[config.mk]
export PLATFORM = sky130hd
export DESIGN_NAME = servo_fold_motor_sequencer_core_flat
export DESIGN_NICKNAME = d
export VERILOG_FILES = /design/src/hdl/sfm_pkg.sv /design/src/hdl/sfm_in_if.sv /design/src/hdl/sfm_out_if.sv /design/src/hdl/sfm_ctrl.sv /design/src/hdl/servo_fold_motor_sequencer_core.sv /design/src/flat_wrapper.sv
export SDC_FILE = /design/constraint.sdc
export NUM_CORES = 1
export LEC_CHECK = 0
export BUFFER_PORTS_ARGS = -buffer_cell sky130_fd_sc_hd__buf_2
export CAP_MARGIN = 10
export CORE_MARGIN = 3
export CORE_UTILIZATION = 45
export CTS_BUF_LIST = sky130_fd_sc_hd__clkbuf_2 sky130_fd_sc_hd__clkbuf_4 sky130_fd_sc_hd__clkbuf_8
export CTS_CLUSTER_SIZE = 16
export DETAILED_ROUTE_END_ITERATION = 6
export GPL_TIMING_DRIVEN = 0
export PLACE_DENSITY = 0.67
export SYNTH_ARGS = -nofsm -noshare
export SYNTH_HDL_FRONTEND = slang
export SYNTH_SLANG_ARGS = --single-unit
[constraint.sdc]
create_clock -name i_clk -period 3.1 [get_ports i_clk]
set_input_delay 0.62 -clock i_clk [delete_from_list [all_inputs] [get_ports i_clk]]
set_output_delay 0.62 -clock i_clk [all_outputs]
set_load 0.02 [all_outputs]
[src/hdl/sfm_pkg.sv]
package sfm_pkg;

    // Widths of the configuration port and of the result fields.
    localparam int CFG_IDX_BITS  = 3;
    localparam int CFG_DATA_BITS = 8;
    localparam int SERVO_BITS    = 8;
    localparam int MODE_BITS     = 3;

    // Configuration register indexes.
    localparam logic [CFG_IDX_BITS-1:0] REG_FOLD_THRESHOLD  = 3'd0;
    localparam logic [CFG_IDX_BITS-1:0] REG_MOTOR_THRESHOLD = 3'd1;
    localparam logic [CFG_IDX_BITS-1:0] REG_RAMP_INTERVAL   = 3'd2;
    localparam logic [CFG_IDX_BITS-1:0] REG_PWM_RETRACTED   = 3'd3;
    localparam logic [CFG_IDX_BITS-1:0] REG_PWM_EXTENDED    = 3'd4;

    // Values of the configuration registers after reset.
    localparam logic [CFG_DATA_BITS-1:0] RST_FOLD_THRESHOLD  = 8'd65;
    localparam logic [CFG_DATA_BITS-1:0] RST_MOTOR_THRESHOLD = 8'd95;
    localparam logic [CFG_DATA_BITS-1:0] RST_RAMP_INTERVAL   = 8'd20;
    localparam logic [CFG_DATA_BITS-1:0] RST_PWM_RETRACTED   = 8'd16;
    localparam logic [CFG_DATA_BITS-1:0] RST_PWM_EXTENDED    = 8'd28;

    // Sequencer modes, encoded as they appear on the result channel.
    typedef enum logic [MODE_BITS-1:0] {
        MODE_OFF       = 3'd0,
        MODE_FOLD_OUT  = 3'd1,
        MODE_OUT       = 3'd2,
        MODE_RAMP_UP   = 3'd3,
        MODE_MOTOR_ON  = 3'd4,
        MODE_RAMP_DOWN = 3'd5,
        MODE_MOTOR_OFF = 3'd6,
        MODE_FOLD_IN   = 3'd7
    } t_mode;

    // Configuration register set.
    typedef struct packed {
        logic [CFG_DATA_BITS-1:0] fold_threshold;
        logic [CFG_DATA_BITS-1:0] motor_threshold;
        logic [CFG_DATA_BITS-1:0] ramp_interval;
        logic [CFG_DATA_BITS-1:0] pwm_retracted;
        logic [CFG_DATA_BITS-1:0] pwm_extended;
    } t_cfg;

    // One result item.
    typedef struct packed {
        logic [SERVO_BITS-1:0] servo_compare;
        logic                  motor_led;
        t_mode                 mode_code;
    } t_result;

endpackage

[src/hdl/sfm_in_if.sv]
interface sfm_in_if #(
    parameter int CHANNEL_BITS = 8
);
    logic                    valid;
    logic                    ready;
    logic [CHANNEL_BITS-1:0] channel_value;

    modport source (output valid, output channel_value, input ready);
    modport sink (input valid, input channel_value, output ready);
endinterface

[src/hdl/sfm_out_if.sv]
interface sfm_out_if;
    logic       valid;
    logic       ready;
    logic [7:0] servo_compare;
    logic       motor_led;
    logic [2:0] mode_code;

    modport source (output valid, output servo_compare, output motor_led,
                    output mode_code, input ready);
    modport sink (input valid, input servo_compare, input motor_led,
                  input mode_code, output ready);
endinterface

[src/hdl/sfm_ctrl.sv]
module sfm_ctrl
    import sfm_pkg::*;
#(
    parameter int CHANNEL_BITS = 8
) (
    input  logic                    i_clk,
    input  logic                    i_rst_n,
    input  logic                    i_step,
    input  logic [CHANNEL_BITS-1:0] i_ch,
    input  t_cfg                    i_cfg,
    output t_result                 o_next
);

    t_mode                    r_mode;
    logic [CFG_DATA_BITS-1:0] r_ramp_ticks;
    logic [SERVO_BITS-1:0]    r_servo;
    logic                     r_led;

    t_mode                    n_mode;
    logic [CFG_DATA_BITS-1:0] n_ramp_ticks;
    logic [SERVO_BITS-1:0]    n_servo;
    logic                     n_led;

    logic [CHANNEL_BITS-1:0]  fold_thr;
    logic [CHANNEL_BITS-1:0]  motor_thr;
    logic                     ch_below_fold;
    logic                     ch_above_fold;
    logic                     ch_below_motor;
    logic                     ch_above_motor;
    logic [CFG_DATA_BITS-1:0] ramp_inc;
    logic                     ramp_hit;
    logic [SERVO_BITS-1:0]    servo_up;
    logic [SERVO_BITS-1:0]    servo_dn;

    // Threshold compares on the channel value.
    assign fold_thr       = CHANNEL_BITS'(i_cfg.fold_threshold);
    assign motor_thr      = CHANNEL_BITS'(i_cfg.motor_threshold);
    assign ch_below_fold  = i_ch < fold_thr;
    assign ch_above_fold  = i_ch > fold_thr;
    assign ch_below_motor = i_ch < motor_thr;
    assign ch_above_motor = i_ch > motor_thr;

    // Ramp timer and the servo step in either direction.
    assign ramp_inc = r_ramp_ticks + 8'd1;
    assign ramp_hit = ramp_inc >= i_cfg.ramp_interval;
    assign servo_up = r_servo + 8'd1;
    assign servo_dn = r_servo - 8'd1;

    // Next mode. Later checks in each arm take priority over earlier ones.
    always_comb begin
        n_mode = r_mode;
        unique case (r_mode)
            MODE_OFF: begin
                if (!ch_below_fold) n_mode = MODE_FOLD_OUT;
            end
            MODE_FOLD_OUT: begin
                if (ramp_hit && (servo_up >= i_cfg.pwm_extended)) n_mode = MODE_OUT;
                if (ch_below_fold) n_mode = MODE_FOLD_IN;
            end
            MODE_OUT: begin
                if (ch_below_fold) n_mode = MODE_FOLD_IN;
                if (ch_above_motor) n_mode = MODE_RAMP_UP;
            end
            MODE_RAMP_UP: begin
                n_mode = MODE_MOTOR_ON;
            end
            MODE_MOTOR_ON: begin
                if (ch_below_motor) n_mode = MODE_RAMP_DOWN;
            end
            MODE_RAMP_DOWN: begin
                if (ch_below_fold) n_mode = MODE_FOLD_IN;
                if (ch_above_motor) n_mode = MODE_RAMP_UP;
            end
            MODE_MOTOR_OFF: begin
                n_mode = MODE_OFF;
            end
            MODE_FOLD_IN: begin
                if (ramp_hit && (servo_dn <= i_cfg.pwm_retracted)) n_mode = MODE_OFF;
                if (ch_above_fold) n_mode = MODE_FOLD_OUT;
            end
            default: begin
                n_mode = MODE_OFF;
            end
        endcase
    end

    // Servo value, ramp timer and motor indicator for the current mode.
    always_comb begin
        n_ramp_ticks = r_ramp_ticks;
        n_servo      = r_servo;
        n_led        = r_led;
        unique case (r_mode)
            MODE_OFF: begin
                n_servo      = i_cfg.pwm_retracted;
                n_ramp_ticks = '0;
            end
            MODE_FOLD_OUT: begin
                n_ramp_ticks = ramp_hit ? '0 : ramp_inc;
                if (ramp_hit) n_servo = servo_up;
            end
            MODE_OUT: begin
                n_servo = i_cfg.pwm_extended;
            end
            MODE_MOTOR_ON: begin
                n_led = 1'b1;
            end
            MODE_RAMP_DOWN: begin
                n_led = 1'b0;
                if (ch_below_fold || ch_above_motor) n_ramp_ticks = '0;
            end
            MODE_FOLD_IN: begin
                n_ramp_ticks = ramp_hit ? '0 : ramp_inc;
                if (ramp_hit) n_servo = servo_dn;
            end
            default: begin
                n_ramp_ticks = r_ramp_ticks;
            end
        endcase
    end

    // Sequencer state advances once per item.
    always_ff @(posedge i_clk) begin
        if (!i_rst_n) begin
            r_mode       <= MODE_OFF;
            r_ramp_ticks <= '0;
            r_servo      <= '0;
            r_led        <= 1'b0;
        end else if (i_step) begin
            r_mode       <= n_mode;
            r_ramp_ticks <= n_ramp_ticks;
            r_servo      <= n_servo;
            r_led        <= n_led;
        end
    end

    assign o_next.servo_compare = n_servo;
    assign o_next.motor_led     = n_led;
    assign o_next.mode_code     = n_mode;

endmodule

[src/hdl/servo_fold_motor_sequencer_core.sv]
// Servo fold and motor sequencer.
// Input channel i_in: one transfer per control tick, carrying the measured
// remote-control channel value. Output channel o_out: one transfer per tick
// with the servo compare value, the motor indicator and the mode after that
// tick. Both channels use a valid/ready handshake.
// The configuration port writes thresholds, ramp interval and the two servo
// end positions; write it only while no tick is in flight.
// An input transfer lands in an input register; when the output register is
// free or is being emptied, the mode logic runs and the result lands in the
// output register, from which it is offered on the output channel.
// One tick per cycle is accepted as long as the receiver takes results; the
// mode machine update is combinational compares and 8-bit increments and
// decrements.
// When the receiver stalls, the output register holds its result and the
// input register still takes one more tick before ready drops.
// Reset (synchronous, active low) puts the sequencer in the off mode with the
// servo value, ramp timer and motor indicator cleared, loads the register
// defaults and empties both stages.
module servo_fold_motor_sequencer_core
    import sfm_pkg::*;
#(
    parameter int CHANNEL_BITS = 8
) (
    input  logic                     i_clk,
    input  logic                     i_rst_n,
    sfm_in_if.sink                   i_in,
    sfm_out_if.source                o_out,
    input  logic                     i_cfg_we,
    input  logic [CFG_IDX_BITS-1:0]  i_cfg_idx,
    input  logic [CFG_DATA_BITS-1:0] i_cfg_data
);

    t_cfg                    r_cfg;
    logic                    r_in_valid;
    logic [CHANNEL_BITS-1:0] r_ch;
    logic                    r_out_valid;
    t_result                 r_res;

    t_result                 step_res;
    logic                    step;
    logic                    in_ready;

    // Configuration registers; unknown indexes are ignored.
    always_ff @(posedge i_clk) begin
        if (!i_rst_n) begin
            r_cfg.fold_threshold  <= RST_FOLD_THRESHOLD;
            r_cfg.motor_threshold <= RST_MOTOR_THRESHOLD;
            r_cfg.ramp_interval   <= RST_RAMP_INTERVAL;
            r_cfg.pwm_retracted   <= RST_PWM_RETRACTED;
            r_cfg.pwm_extended    <= RST_PWM_EXTENDED;
        end else if (i_cfg_we) begin
            unique case (i_cfg_idx)
                REG_FOLD_THRESHOLD:  r_cfg.fold_threshold  <= i_cfg_data;
                REG_MOTOR_THRESHOLD: r_cfg.motor_threshold <= i_cfg_data;
                REG_RAMP_INTERVAL:   r_cfg.ramp_interval   <= i_cfg_data;
                REG_PWM_RETRACTED:   r_cfg.pwm_retracted   <= i_cfg_data;
                REG_PWM_EXTENDED:    r_cfg.pwm_extended    <= i_cfg_data;
                default: begin
                end
            endcase
        end
    end

    // The item in the input register moves on when the output register is
    // free or is being emptied in this cycle.
    assign step     = r_in_valid && (!r_out_valid || o_out.ready);
    assign in_ready = !r_in_valid || step;

    // Input register.
    always_ff @(posedge i_clk) begin
        if (!i_rst_n) begin
            r_in_valid <= 1'b0;
        end else if (i_in.valid && in_ready) begin
            r_in_valid <= 1'b1;
        end else if (step) begin
            r_in_valid <= 1'b0;
        end
    end

    always_ff @(posedge i_clk) begin
        if (i_in.valid && in_ready) begin
            r_ch <= i_in.channel_value;
        end
    end

    // Mode machine.
    sfm_ctrl #(
        .CHANNEL_BITS(CHANNEL_BITS)
    ) u_ctrl (
        .i_clk   (i_clk),
        .i_rst_n (i_rst_n),
        .i_step  (step),
        .i_ch    (r_ch),
        .i_cfg   (r_cfg),
        .o_next  (step_res)
    );

    // Output register.
    always_ff @(posedge i_clk) begin
        if (!i_rst_n) begin
            r_out_valid <= 1'b0;
        end else if (step) begin
            r_out_valid <= 1'b1;
        end else if (o_out.ready) begin
            r_out_valid <= 1'b0;
        end
    end

    always_ff @(posedge i_clk) begin
        if (step) begin
            r_res <= step_res;
        end
    end

    assign i_in.ready          = in_ready;
    assign o_out.valid         = r_out_valid;
    assign o_out.servo_compare = r_res.servo_compare;
    assign o_out.motor_led     = r_res.motor_led;
    assign o_out.mode_code     = MODE_BITS'(r_res.mode_code);

endmodule

[src/flat_wrapper.sv]
// flat-port wrapper written by rule: the top's interface ports become plain ports
module servo_fold_motor_sequencer_core_flat import sfm_pkg::*;
#(
    parameter int CHANNEL_BITS = 8
)
  (i_clk, i_rst_n, i_cfg_we, i_cfg_idx, i_cfg_data, i_in_valid, i_in_channel_value, i_in_ready, o_out_valid, o_out_servo_compare, o_out_motor_led, o_out_mode_code, o_out_ready);
  sfm_in_if #(.CHANNEL_BITS(CHANNEL_BITS)) i_in_i ();
  sfm_out_if o_out_i ();
  input  logic i_clk;
  input  logic i_rst_n;
  input  logic i_cfg_we;
  input  logic [CFG_IDX_BITS-1:0] i_cfg_idx;
  input  logic [CFG_DATA_BITS-1:0] i_cfg_data;
  input wire logic [$bits(i_in_i.valid)-1:0] i_in_valid;
  input wire logic [$bits(i_in_i.channel_value)-1:0] i_in_channel_value;
  output wire logic [$bits(i_in_i.ready)-1:0] i_in_ready;
  output wire logic [$bits(o_out_i.valid)-1:0] o_out_valid;
  output wire logic [$bits(o_out_i.servo_compare)-1:0] o_out_servo_compare;
  output wire logic [$bits(o_out_i.motor_led)-1:0] o_out_motor_led;
  output wire logic [$bits(o_out_i.mode_code)-1:0] o_out_mode_code;
  input wire logic [$bits(o_out_i.ready)-1:0] o_out_ready;
  assign i_in_i.valid = i_in_valid;
  assign i_in_i.channel_value = i_in_channel_value;
  assign i_in_ready = i_in_i.ready;
  assign o_out_valid = o_out_i.valid;
  assign o_out_servo_compare = o_out_i.servo_compare;
  assign o_out_motor_led = o_out_i.motor_led;
  assign o_out_mode_code = o_out_i.mode_code;
  assign o_out_i.ready = o_out_ready;
  servo_fold_motor_sequencer_core #(.CHANNEL_BITS(CHANNEL_BITS)) u_core (.i_clk(i_clk), .i_rst_n(i_rst_n), .i_in(i_in_i), .o_out(o_out_i), .i_cfg_we(i_cfg_we), .i_cfg_idx(i_cfg_idx), .i_cfg_data(i_cfg_data));
endmodule
# After elaboration in Yosys (flattened, before gate mapping)
# Cells that the tools add are included.
# word_totals
regBits	82
in_bits	24
out_inout_bits	14
wordCells	79
# classes
n_addsub	3
magnitude_cmp	7
eq_ne	12
muxes	20
reduce_logical	22
# ops
operator	count
2-to-1 mux 8 bit	4
one-hot mux 8 bit (4 select lines)	1
2-to-1 mux 3 bit	8
one-hot mux 8 bit (3 select lines)	1
one-hot mux 3 bit (7 select lines)	1
adder 8 x 1 -> 8 bit (second input constant)	2
greater-or-equal comparator 8 bit	2
greater-than comparator 8 bit	2
less-than comparator 8 bit	2
== test 3 bit (second input constant)	5
== test 3 x 2 -> 1 bit (second input constant)	4
AND reduction 2 bit	5
<= comparator 8 bit	1
subtractor 8 x 1 -> 8 bit (second input constant)	1
== test 3 x 1 -> 1 bit (second input constant)	2
zero test 3 bit	2
logical AND 1 bit	4
2-to-1 mux 1 bit	4
nonzero test 2 bit	2
OR reduction 2 bit	2
logical OR 1 bit	3
AND reduction 3 bit	1
nonzero test 3 bit	1
zero test 1 bit	2
other kinds (2)	2

# Logic depth before layout (Yosys ltp)
# Gate-level depths: netlist of run 1.
# logic_depth
ltp_word	6
ltp_mapped	13
ltp_nobuf	13

# Hierarchy
# A second synthesis of run 1 with hierarchy kept.
# unflattened
hier_cells	537
area_unflattened_um2	5101.1
# by_module_without_submodules
mod	n_inst	cells_each	area_per_inst_um2	seq_area_each_um2
sfm_ctrl	1	356	2821.5	400.4
servo_fold_motor_sequencer_core	1	181	2279.7	1441.4

# Least setup slack after synthesis of run 1
# No wires, ideal clock.
# synth_path
path_type	reg-to-reg
start	register u_core.u_ctrl.r_ramp_ticks[2]
end	register u_core.r_res (netlist bit u_core.o_out.mode_code[1]) (data pin)
setup_time_ps	265
t_arrival_ps	2418
t_required_ps	2835
setup_slack_ps	417
path_stages_with_launch	14
n_path_buf	1
synth_period_minus_slack_ps	2683
path_cell_list	dfxtp_1 > nand3_1 > nor2_1 > nand3_1 > xnor2_1 > ha_1 > a21oi_1 > o21ai_0 > a21oi_2 > buf_2 > a21oi_1 > o21ai_0 > a21boi_0 > nand3_1
# synth_lines
element	line	source
start, declared	sfm_ctrl.sv:15	logic [CFG_DATA_BITS-1:0] r_ramp_ticks;
start signal, assigned	sfm_ctrl.sv:130	r_ramp_ticks <= n_ramp_ticks;
end signal, assigned	servo_fold_motor_sequencer_core.sv:111	r_res <= step_res;
end, declared	servo_fold_motor_sequencer_core.sv:37	t_result r_res;

==> results of run 1 <==
-- cells in the final DEF (no fill, tap or decap), types with 7 or more instances in the layout --
cell        n
o21ai_0    14
mux2i_1    11
o211ai_1   16
edfxtp_1   20
nand3_1    15
xor2_1     10
nor2b_1     7
xnor2_1     7
clkbuf_1   15
dfxtp_2     7
dfxtp_1    53
nor2_1     26
buf_2      38
ha_1       42
nand2_1   101
buf_4       7
clkbuf_8    9
a21oi_1    52
inv_1      46
-- cells by family (layout without fill, tap and decap cells) --
kind of cell,count (synthesis),count (layout)
flops,82,82
buf+inv,70,129
simple gates,187,187
mux,11,11
compound gates,139,139
xor+xnor,18,18
fa+ha+maj,43,43
-- worst max-delay path by stage --
stage	endpoint	slack, ps	cells after the start
after floorplan	u_core.o_out.mode_code[1]	420	13
after global placement	u_core.u_ctrl.r_ramp_ticks[5]	-440	11
after detailed placement	u_core.u_ctrl.r_ramp_ticks[5]	-580	11
after CTS	u_core.o_out.mode_code[1]	10	13
after global routing	u_core.o_out.mode_code[2]	5	12
final	u_core.o_out.mode_code[2]	110	12
-- per-stage QoR --
step	std cells	setup slack, ps	area [um^2]
global placement	720	-439	5040
global route	742	4.96	5400
detailed placement	720	-585	5040
finish	742	105	5400
floorplan	550	417	4690
CTS	739	13.3	5280
-- flip-flops by register name, summed over array words and instances, names as in the netlist --
| name | count |
|---|---|
| u_core.u_ctrl.r_ramp_ticks | 8 |
| u_core.o_out.servo_compare | 8 |
| u_core.o_out.valid | 1 |
| u_core.u_ctrl.r_servo | 8 |
| u_core.o_out.mode_code | 3 |
| u_core.o_out.motor_led | 1 |
| u_core.u_ctrl.r_led | 1 |
| u_core.r_ch | 8 |
| u_core.u_ctrl.r_mode | 3 |
| u_core.r_in_valid | 1 |
| u_core.r_cfg | 40 |
-- layer usage --
layer	track usage [%]	routed length, um	up-vias
met4	5.23	156	0
li1	-	-	2041
met2	34.9	5450	135
met1	28.3	5350	1917
met3	4.24	722	12
met5	0	0	-
-- layout make-up --
class | instances | area [um^2] | share of cell area [%]
sequential | 82 | 1860 | 34.4
inverter | 46 | 173 | 3.20
timing repair buffer | 45 | 249 | 4.61
buffer | 22 | 114 | 2.11
clock inverter | 7 | 61.3 | 1.13
multi-input combinational | 398 | 2660 | 49.2
clock buffer | 9 | 124 | 2.29
tap | 133 | 166 | 3.08
-- critical path: stages, from the launching register on --
cell	delay, ps
dfxtp_2	380
nor2_2	140
nand3_1	140
nor4_2	320
xor2_1	140
ha_1	320
nand4_1	150
or3b_2	480
a21oi_1	160
a221oi_2	70
o21bai_2	240
o211ai_1	110
a21boi_1	200
-- where the power goes --
part	internal [mW]	switching, mW	total, mW	leakage (nW)
logic	0.134	0.217	0.351	1.40
registers	1.13	0.0222	1.16	0.699
clock network	0.308	0.442	0.750	0.0940
total	1.57	0.681	2.26	2.19
-- timing repair --
action,CTS,global route
setup endpoints to repair,23,27
resized for setup,11,28
setup buffers,3,5
pin swaps,1,8
hold endpoints to repair,0,0
==> flow_summary.toml, run 1 <==
[pwr]
ir_drop_mv = 0.279
p_leak_nw = 2.19
total_power_mw = 2.26
p_per_area_mw_per_mm2 = 417

[yosys]
synthAdderAreaFrac_pct = 11.5
synthesis.nets = 617
yosysWarnings = 0
yosys.area_share.simple_pct = 17.9
synth_edf_count = 20
async_reset_ff_share_pct = 0
netlist_instances = 550
synth.cell_area_mm2 = 0.00469
synth-compound-area-share_pct = 19.5
postSynthAreaPerCell_um2 = 8.52
ys.flop_type = "dfxtp_1"
synth_top_family_by_area = "compound AO/OA/AOI/OAI gates"
synth_xor_area_share_pct = 3.36
synth_top_area_share_pct = 26.5
ys_seq_elements = 82
yosysMostFrequentCell = "nand2_1"
ys_seq_area_share_pct = 39.3
synthMuxAreaShare_pct = 2.35
yosysUniqueCellTypes = 56
ys_top_cells_by_area = "dfxtp_1 26%, edfxtp_1 13%, ha_1 11%"
synth_top_area_cell = "dfxtp_1"
ys_top_cells_by_count = "101 x nand2_1, 62 x dfxtp_1, 53 x a21oi_1"

[setup_path]
cp-start-kind = "flop"
crit_fanout = 7
cp-startpoint = "u_core.u_ctrl.r_servo[3]"
r2r_start = "u_core.u_ctrl.r_servo[3]"
worstSetupPathType = "flop to flop"
crit_required_ps = 3300
critPathCaptureType = "flop"
reg2reg_to = "u_core.o_out.mode_code[2]"
reg2regPathDepth = 12
r2r_slack_ps = 110
arrival_ps = 3200

[sta]
hold_viol = 0
holdWs_ps = 423
finalMaxSlewViolations = 0
tightestPinTransition_ps = 1030
post-route-period-util_pct = 96.6
finalSetupTns_ps = 0
relSlewSlack_pct = 30.8
fin_crit_ps = 2990
setup_viol = 0
rsz0062_at_grt = "no"
fmax_mhz = 334
skew_ps = 14.8

[clock_network]
htreeDepth = 3
cts_root_buf = "clkbuf_8"
numClockSinks = 82
cts_tree = "built"
clockBufferDepth = 2
cts_buffers = 9
clkLatencyLatePin_ps = 360
path_clk_slew_ps = 100
cts_hold_buf = 0

[drt]
drc_errors = 0
num_vias = 4105
routedWlPerCell_um = 15.7
viasPerCell = 5.53
dr.pass1.iters = 5
drtIter0Drc = 187
ant_nets = 0
drt-total-wl_mm = 11.7

[floorplan]
die_height_um = 108
rows = 36
die_area_mm2 = 0.0117
start_util_pct = 47.1
io_pins = 38
core_area_mm2 = 0.00995
die_x_um = 108

[min_path]
min_path_type = "input pin to flop"
hold_depth = 1
hp-start = "i_in_channel_value[5]"
min_to = "u_core.r_ch[5]"

[grt]
grt_antenna_before_repair = 0
grt_start_max_net_pins = 20
track_usage_pct = 21.1
grt_pass1_vias = 4048
overflow = 0
grt_pass1_wl_mm = 19.6

[placed_design]
dp_hpwl_mm = 8.76
io_buffers = 37
place_congestion = 0.908

[cells_and_area]
post_route_cells_drive_above_1_share_pct = 16.9
area_growth_pct = 15.3
num_antenna_cells = 0
fin_nets = 671
fillers = 930
final_core_util_pct = 54.3

[status]
status = "completed"

[job]
cap_violations = 0
No activity file was read; power rests on OpenSTA's default activity.
==> run 2, diff against run 1 <==
--- a/config.mk
+++ b/config.mk
@@ -14,6 +14,7 @@
 export DETAILED_ROUTE_END_ITERATION = 6
 export GPL_TIMING_DRIVEN = 0
 export PLACE_DENSITY = 0.67
+export RECOVER_POWER = 100
 export SYNTH_ARGS = -nofsm -noshare
 export SYNTH_HDL_FRONTEND = slang
 export SYNTH_SLANG_ARGS = --single-unit
==> run 2 against run 1 <==
Compared with the run above: hold slack hardly changed; die area unchanged; wire length grew 0.77%; critical path depth unchanged; register-to-register slack gained 20 ps; flip-flop and latch count unchanged; non-clock buffer count is the same; critical path type unchanged.
==> flow_summary.toml, run 2 (synthesis results as in run 1) <==
[status]
status = "completed"

[setup_path]
arrival_ps = 3180
r2r_start = "u_core.u_ctrl.r_servo[3]"
worstPathCellList = "nor2_2 -> nand3_1 -> nor4_2 -> xor2_1 -> ha_1 -> nand4_1 -> or3b_2 -> a21oi_1 -> a221oi_2 -> o21bai_2 -> o211ai_1 -> a21boi_1"
worstSetupPathType = "flop to flop"
max_stage_delay_ps = 480
crit_path_top_delay_cell = "or3b_2"
cp-start-kind = "flop"
crit_fanout = 7
reg2reg_to = "u_core.o_out.mode_code[2]"
reg2regPathDepth = 12
crit_required_ps = 3300
critPathCaptureType = "flop"
r2r_slack_ps = 120

[clock_network]
cts_buffers = 9
cts_hold_buf = 0
numClockSinks = 82
cts_tree = "built"
clockBufferDepth = 2
cts_root_buf = "clkbuf_8"
clkLatencyLatePin_ps = 360
path_clk_slew_ps = 100
htreeDepth = 3

[pwr]
total_power_mw = 2.25
p_per_area_mw_per_mm2 = 418
p_leak_nw = 2.15
ir_drop_mv = 0.277

[sta]
finalSetupTns_ps = 0
setup_slack_ps = 121
finalMaxSlewViolations = 0
relSlewSlack_pct = 30.7
fmax_mhz = 336
hold_viol = 0
post-route-period-util_pct = 96.1
skew_ps = 12.5
setup_viol = 0
tightestPinTransition_ps = 1030
fin_crit_ps = 2980

[min_path]
min_path_type = "input pin to flop"
min_to = "u_core.r_ch[5]"
hold_depth = 1
hp-start = "i_in_channel_value[5]"

[cells_and_area]
largest_reg_flops = 40
area_growth_pct = 14.9
stdcell_area_mm2 = 0.00538
final_core_util_pct = 54.1
top_register = "u_core.r_cfg"
fin_nets = 671
final_common_cell = "nand2_1"
final_cell_mix = "101 x nand2_1, 53 x dfxtp_1, 52 x a21oi_1, 46 x inv_1, 42 x ha_1"
fillers = 935
num_antenna_cells = 0
seqCellArea_mm2 = 0.00186
multi_input_area_mm2 = 0.00266
post_route_cells_drive_above_1_share_pct = 14.1

[placed_design]
io_buffers = 37
place_area_mm2 = 0.00504
place_ws_ps = -585
dp_hpwl_mm = 8.76
place_congestion = 0.908

[drt]
ant_nets = 0
num_vias = 4068
drt-total-wl_mm = 11.8
drtIter0Drc = 185
viasPerCell = 5.48
drc_errors = 0
dr.pass1.iters = 5
routedWlPerCell_um = 15.9

[floorplan]
die_height_um = 108
start_util_pct = 47.1
rows = 36
core_area_mm2 = 0.00995
die_area_mm2 = 0.0117
die_x_um = 108
io_pins = 38

[job]
cap_violations = 0

[grt]
track_usage_pct = 21.1
grtUsageMet1_pct = 28.3
grt_antenna_before_repair = 0
overflow = 0
grt_pass1_wl_mm = 19.6
grt_pass1_vias = 4048
gr-max-usage-layer = "met2"
grtUsageMet3_pct = 4.24
grt_start_max_net_pins = 20
grt.met2_usage_pct = 34.9
## run 2: metal layers
metal,wire length [um],up-vias
met4,121,0
met3,648,14
li1,-,2043
met1,5460,1900
met5,0,-
met2,5540,111
## run 2: area by class of cell
cell class	instances	share of cell area, %
multi-input combinational	398	49.4
sequential	82	34.5
timing repair buffer	45	4.23
inverter	46	3.21
tap	133	3.09
clock buffer	9	2.30
buffer	22	2.12
clock inverter	7	1.14
## run 2: worst max-delay path by stage
stage | from | to | slack (ps) | depth (start not counted)
2_1_floorplan | u_core.u_ctrl.r_ramp_ticks[2] | u_core.o_out.mode_code[1] | 420 | 13
3_3_place_gp | u_core.u_ctrl.r_ramp_ticks[0] | u_core.u_ctrl.r_ramp_ticks[5] | -440 | 11
3_5_place_dp | u_core.u_ctrl.r_ramp_ticks[0] | u_core.u_ctrl.r_ramp_ticks[5] | -580 | 11
4_1_cts | u_core.u_ctrl.r_ramp_ticks[2] | u_core.o_out.mode_code[1] | 10 | 13
5_1_grt | u_core.u_ctrl.r_ramp_ticks[0] | u_core.o_out.servo_compare[7] | -6 | 14
6_report | u_core.u_ctrl.r_servo[3] | u_core.o_out.mode_code[2] | 120 | 12
## run 2: critical path: cells and delay by family (launching register included)
| family | cells | cell delay, ps |
|---|---|---|
| flip-flops | 1 | 380 |
| AO/OA/AOI/OAI | 5 | 780 |
| AND/OR/NAND/NOR | 5 | 1200 |
| adder cells (fa/ha/maj) | 1 | 320 |
| XOR/XNOR | 1 | 140 |
## run 2: per-stage QoR
stage	hold WS, ps	instances
after global placement	445	720
after global routing	400	742
after detailed placement	449	720
final	423	742
after floorplan	436	550
after CTS	413	739
## run 2: repair_timing
action	4_1_cts	5_1_grt
resized for setup	11	28
pin swaps	1	8
hold endpoints to repair	0	0
endpoints found under the setup margin	23	27
buffers inserted	3	5
## run 2: report_power, final
group / switching (mW) / internal (mW)
registers: 0.0227 / 1.13
logic: 0.217 / 0.130
clock network: 0.440 / 0.308
total: 0.680 / 1.57
